<file path="src/sv/tea_pkg.sv">
// ----------------------------------------------------------------------------
// TEA block cipher package
// Shared types and constants for the TEA half-round cell chain.
// ----------------------------------------------------------------------------
`default_nettype none

package tea_pkg;

  localparam int unsigned WordWidth = 32;
  localparam int unsigned KeyWords  = 4;
  localparam int unsigned CfgIndexWidth = 2;

  localparam logic [WordWidth-1:0] TeaDelta = 32'h9e37_79b9;

  typedef enum logic {
    MODE_ENCRYPT = 1'b0,
    MODE_DECRYPT = 1'b1
  } tea_mode_e;

  typedef enum logic [CfgIndexWidth-1:0] {
    REG_KEY_WORD_ZERO  = 2'd0,
    REG_KEY_WORD_ONE   = 2'd1,
    REG_KEY_WORD_TWO   = 2'd2,
    REG_KEY_WORD_THREE = 2'd3
  } tea_reg_e;

  typedef struct packed {
    logic                 mode;
    logic [WordWidth-1:0] block_first_half;
    logic [WordWidth-1:0] block_second_half;
  } tea_in_t;

  typedef struct packed {
    logic [WordWidth-1:0] result_first_half;
    logic [WordWidth-1:0] result_second_half;
  } tea_out_t;

  typedef struct packed {
    logic                 valid;
    logic                 mode;
    logic [WordWidth-1:0] v0;
    logic [WordWidth-1:0] v1;
  } tea_stage_t;

  typedef logic [KeyWords-1:0][WordWidth-1:0] tea_key_t;

endpackage : tea_pkg

`default_nettype wire

</file>
<file path="src/sv/tea_half_round_cell.sv">
// ----------------------------------------------------------------------------
// TEA half-round cell
// Updates one block half from the other under a fixed round sum and
// registers the block for the next cell in the chain.
// ----------------------------------------------------------------------------
`default_nettype none

module tea_half_round_cell import tea_pkg::*; #(
  parameter logic [31:0] SUM_ENC   = 32'h9e37_79b9,
  parameter logic [31:0] SUM_DEC   = 32'hc6ef_3720,
  parameter bit          IS_SECOND = 1'b0
) (
  input  logic       clk_i,
  input  logic       rst_ni,
  input  tea_key_t   key_i,
  input  tea_stage_t stage_i,
  output tea_stage_t stage_o
);

  logic                 update_v0;
  logic [WordWidth-1:0] src;
  logic [WordWidth-1:0] dst;
  logic [WordWidth-1:0] ka;
  logic [WordWidth-1:0] kb;
  logic [WordWidth-1:0] sum;
  logic [WordWidth-1:0] mix;
  logic [WordWidth-1:0] dst_new;
  logic                 valid_q;
  logic                 mode_q;
  logic [WordWidth-1:0] v0_q;
  logic [WordWidth-1:0] v1_q;
  logic [WordWidth-1:0] v0_d;
  logic [WordWidth-1:0] v1_d;

  // Encryption updates the first half before the second; decryption reverses it.
  assign update_v0 = (stage_i.mode == MODE_DECRYPT) ? IS_SECOND : !IS_SECOND;

  always_comb begin
    src = update_v0 ? stage_i.v1 : stage_i.v0;
    dst = update_v0 ? stage_i.v0 : stage_i.v1;
    ka  = update_v0 ? key_i[0] : key_i[2];
    kb  = update_v0 ? key_i[1] : key_i[3];
    sum = (stage_i.mode == MODE_DECRYPT) ? SUM_DEC : SUM_ENC;
    mix = ((src << 4) + ka) ^ (src + sum) ^ ((src >> 5) + kb);
    dst_new = (stage_i.mode == MODE_DECRYPT) ? (dst - mix) : (dst + mix);
    v0_d = update_v0 ? dst_new : stage_i.v0;
    v1_d = update_v0 ? stage_i.v1 : dst_new;
  end

  always_ff @(posedge clk_i or negedge rst_ni) begin
    if (!rst_ni) begin
      valid_q <= 1'b0;
    end else begin
      valid_q <= stage_i.valid;
    end
  end

  always_ff @(posedge clk_i) begin
    mode_q <= stage_i.mode;
    v0_q   <= v0_d;
    v1_q   <= v1_d;
  end

  assign stage_o = '{valid: valid_q, mode: mode_q, v0: v0_q, v1: v1_q};

endmodule : tea_half_round_cell

`default_nettype wire

</file>
<file path="config.mk">
export PLATFORM = sky130hd
export DESIGN_NAME = tea_half_round_cell
export DESIGN_NICKNAME = d
export VERILOG_FILES = /design/src/sv/tea_pkg.sv /design/src/sv/tea_half_round_cell.sv
export SDC_FILE = /design/constraint.sdc
export NUM_CORES = 1
export LEC_CHECK = 0
export ABC_AREA = 1
export BUFFER_PORTS_ARGS = -buffer_cell sky130_fd_sc_hd__buf_2
export CORE_UTILIZATION = 40
export DETAILED_ROUTE_END_ITERATION = 8
export PLACE_DENSITY = 0.73
export SYNTH_ARGS = -nofsm -noshare
export SYNTH_HDL_FRONTEND = slang
export SYNTH_SLANG_ARGS = --single-unit
</file>
<file path="constraint.sdc">
create_clock -name clk_i -period 0.8 [get_ports clk_i]
set_input_delay 0.04 -clock clk_i [delete_from_list [all_inputs] [get_ports clk_i]]
set_output_delay 0.04 -clock clk_i [all_outputs]
set_load 0.05 [all_outputs]
</file>
==> results.txt <==
The run finished, with violations left. The checks that failed: design-rule violations, negative hold slack, negative setup slack. The first detailed-routing pass ran for 8 iterations. Adding up every negative setup slack in the final design gives -209.13 ns. After synthesis the netlist holds a flip-flop and latch count of 66. The wire length of the first global-routing pass came out at 99.4 mm. The required time reported for the critical path endpoint came out at 1.03 ns. The via count of the first global-routing pass was 19373.

Setup repair after global routing could not meet its margin everywhere. The leakage power figure came out at 12.5 nW. The initial antenna violation count was 0. Sorting the synthesized cells by area gives the leading types as sky130_fd_sc_hd__nand2_1 (31%), sky130_fd_sc_hd__dfxtp_1 (10%), sky130_fd_sc_hd__inv_1 (9.6%). The predominant post-synthesis flop cell is sky130_fd_sc_hd__dfxtp_1. The share of total power dissipated in combinational logic is 0.838. The most critical setup path has its startpoint at stage_i[64].

The number of antenna diodes in the final layout is 0. Buffers inserted during clock tree synthesis total 9. The worst setup path is of the primary input to flip-flop kind. CTS placed an instance of sky130_fd_sc_hd__clkbuf_16 at the clock tree root.

The fraction of the yosys area taken by sequential cells came out at 0.105. In the final layout, the share of cells above drive strength 1 is 0.432. The routed wire length came out at 68.8 mm. The floorplan step set the die height to 180 um. Among all cell types in the netlist, the one instantiated most often is sky130_fd_sc_hd__nand2_1. The netlist area before placement is 12700 sq um.

For this design, the sink count on the clock tree is 66. The remaining antenna violation count after routing is 0. The number of vias per cell is 5.47. The worst max-slew margin expressed relative to the limit is 0.598. The number of nets produced by synthesis came out at 2716. The I/O pin count came out at 262. The Yosys warning count is 0.

The slowest library cell on the worst path is sky130_fd_sc_hd__fa_2. The kind of start point of the critical path is a primary input. The worst hold path passes through 3 cells. For hold timing, the worst endpoint is v1_q[21]. In the final routed layout, each cell accounts on average for 18.7 um.

On the worst path, the slowest cell contributes a delay of 0.46 ns. The final clock period utilization by the worst path came out at 5.77. Measured along the x axis, the die boundary spans 180 um. The total power per unit cell area is 2770 nW/um^2. The number of endpoints failing setup at the final stage is 130. The endpoint arrival time on the critical path is 4.85 ns. In the synthesized netlist, the cells that appear most often are sky130_fd_sc_hd__nand2_1 (1033), sky130_fd_sc_hd__inv_1 (324), sky130_fd_sc_hd__nand3_1 (181), sky130_fd_sc_hd__nor2_1 (160), sky130_fd_sc_hd__o21ai_0 (116).

The relative area change from synthesis to final layout came out at 78.1%. Of the post-synthesis cell area, the dominant cell type holds 0.306. The count of pins over their slew limit is 0. The proportion of total power due to net switching is 0.510. The total vias in the final route is 20163.

The number of endpoints with negative hold slack in the final report came to 9. The final weighted congestion of routability-driven global placement came out at 1.01. The global-route total usage across every layer came out at 0.388. The worst-case IR drop observed on VDD is 2070 uV.

The overall overflow remaining after global route is 0. sky130_fd_sc_hd__nand2_1 takes more of the synthesized area than any other cell. The reported net switching power is 0.0319 W. The die area came out at 32400 sq um. The average instance area after synthesis came out at 5.23 sq um.

In this run the deepest clock path goes through 2 buffers. Internal power comes to 0.0307 W. The min-delay analysis places its worst path in the category primary input to flip-flop.

The achievable clock frequency is 0.217 GHz. The setup slack after layout came out at -3.82 ns. STA classifies the critical path endpoint as a flip-flop.

The worst hold slack is -0.0357 ns. For the pin with the worst max-slew slack, the measured transition is 0.587 ns. The effective utilization at floorplan is 0.410. The area of all placed cells without fillers is 22600 sq um.

The top fanout value on the critical path is 8. TritonCTS built the clock tree. Buffers inserted to repair hold after CTS numbered 5.

The share of total power dissipated in the clock network is 0.063. The half-perimeter wire length of the detailed placement result is 48.3 mm. The pin count of the biggest net entering global routing came out at 33. The max capacitance violation total is 0. For the finished layout, the period the worst path requires is 4.62 ns.

The async set-reset flop share out of synthesis came out at 0.0152. For this run, design rule violations remaining after detail routing come to 1. The share of total power dissipated in sequential elements is 0.098.

The quantity of I/O buffers inserted on ports is 261. The number of H-tree branching levels is 3. The placeable core area came out at 30900 sq um. The number of distinct library cells after synthesis came out at 55. The detailed router finished its first iteration with 1921 violations. In this run the most critical hold path is launched from stage_i[21]. The post-layout net count is 3580. Once placement finished, the instance area stood at 18800 sq um. After clock tree synthesis, the clock-pin slew on the worst setup and hold paths is 0.06 ns. The synthesized design contains 0 enable-type register cells. After technology mapping, the gate count stands at 2422.

Row generation in the floorplan step produced 64 rows.
==> per-stage QoR <==
| stage | util | setup slack, ns | total power [W] | cells | hold WS, ns |
|---|---|---|---|---|---|
| final | 0.730 | -3.82 | 0.0626 | 3686 | -0.0357 |
| after global routing | 0.730 | -4.03 | 0.0652 | 3686 | -0.0375 |
| after CTS | 0.701 | -3.56 | 0.0554 | 3664 | -0.0692 |
| after global placement | 0.609 | -4.24 | 0.0417 | 3596 | -0.185 |
| after floorplan | - | -4.00 | 0.0274 | 2422 | -0.256 |
| after detailed placement | 0.609 | -4.27 | 0.0425 | 3596 | -0.182 |
==> layout by cell type, fill, tap and decap left out, drive strengths merged, types with 6 or more instances in the layout <==
| cell | instances |
|---|---|
| a21boi | 6 |
| a21oi | 108 |
| and2 | 6 |
| buf | 887 |
| clkbuf | 11 |
| dfxtp | 65 |
| ha | 95 |
| inv | 329 |
| nand2 | 1068 |
| nand3 | 184 |
| nand3b | 12 |
| nand4 | 34 |
| nor2 | 169 |
| nor3 | 25 |
| o21a | 8 |
| o21ai | 137 |
| or2 | 12 |
| xnor2 | 35 |
| xor2 | 56 |
==> sequential cells by signal, summed over array words and instances (netlist names) <==
register,count
mode_q,1
v0_q,32
v1_q,32
valid_q,1
==> power by group through the flow <==
stage | Clock [W] | Combinational, W | Sequential, W
2_1_floorplan | 0 | 0.0167 | 0.0107
3_3_place_gp | 0 | 0.0365 | 0.00521
3_5_place_dp | 0 | 0.0372 | 0.00527
4_1_cts | 0.00386 | 0.0456 | 0.00600
5_1_grt | 0.00406 | 0.0549 | 0.00625
6_report | 0.00397 | 0.0524 | 0.00616
==> worst max-delay path by stage <==
| stage | to |
|---|---|
| 2_1_floorplan | v1_q[29] |
| 3_3_place_gp | v0_q[30] |
| 3_5_place_dp | v0_q[30] |
| 4_1_cts | v0_q[30] |
| 5_1_grt | v0_q[29] |
| 6_report | v1_q[27] |
==> area by class of cell <==
type	instances	area (sq um)
multi-input combinational	1983	12100
clock buffer	10	229
clock inverter	5	56.3
inverter	330	1260
sequential	66	1410
tap	396	495
timing repair buffer	896	7030
fill	2309	8340
==> kinds of logic after synthesis <==
logic type | after synthesis | share of synthesized area
AO/OA/AOI/OAI | 280 | 0.120
XOR/XNOR | 91 | 0.0635
adder cells (fa/ha/maj) | 98 | 0.0985
buffers and inverters | 373 | 0.117
flip-flops | 66 | 0.105
multiplexers | 2 | 0.00158
AND/OR/NAND/NOR | 1512 | 0.495
==> critical path: cells and delay by family <==
kind	cells	cell delay, ns
AOI/OAI and AO/OA	7	1.22
buffers and inverters	9	1.06
and+or+nand+nor	13	0.99
adders and majority gates	3	0.89
xor gates and xnor gates	3	0.61
==> per-layer routing <==
metal | up-vias | GRT usage | wire [um]
met5 | - | 0 | 0
met4 | 0 | 0.145 | 3940
met3 | 365 | 0.0495 | 6700
met2 | 1249 | 0.685 | 31400
met1 | 9167 | 0.480 | 26800
li1 | 9382 | - | -
==> what timing repair did <==
item                                    CTS  global route
endpoints found under the setup margin  130           130
setup buffers                            55            21
pin swaps                               149            66
gates cloned                              5             1
endpoints found under the hold margin    18             8
resized for setup                       557           171
(Power assumes the default switching activity.)
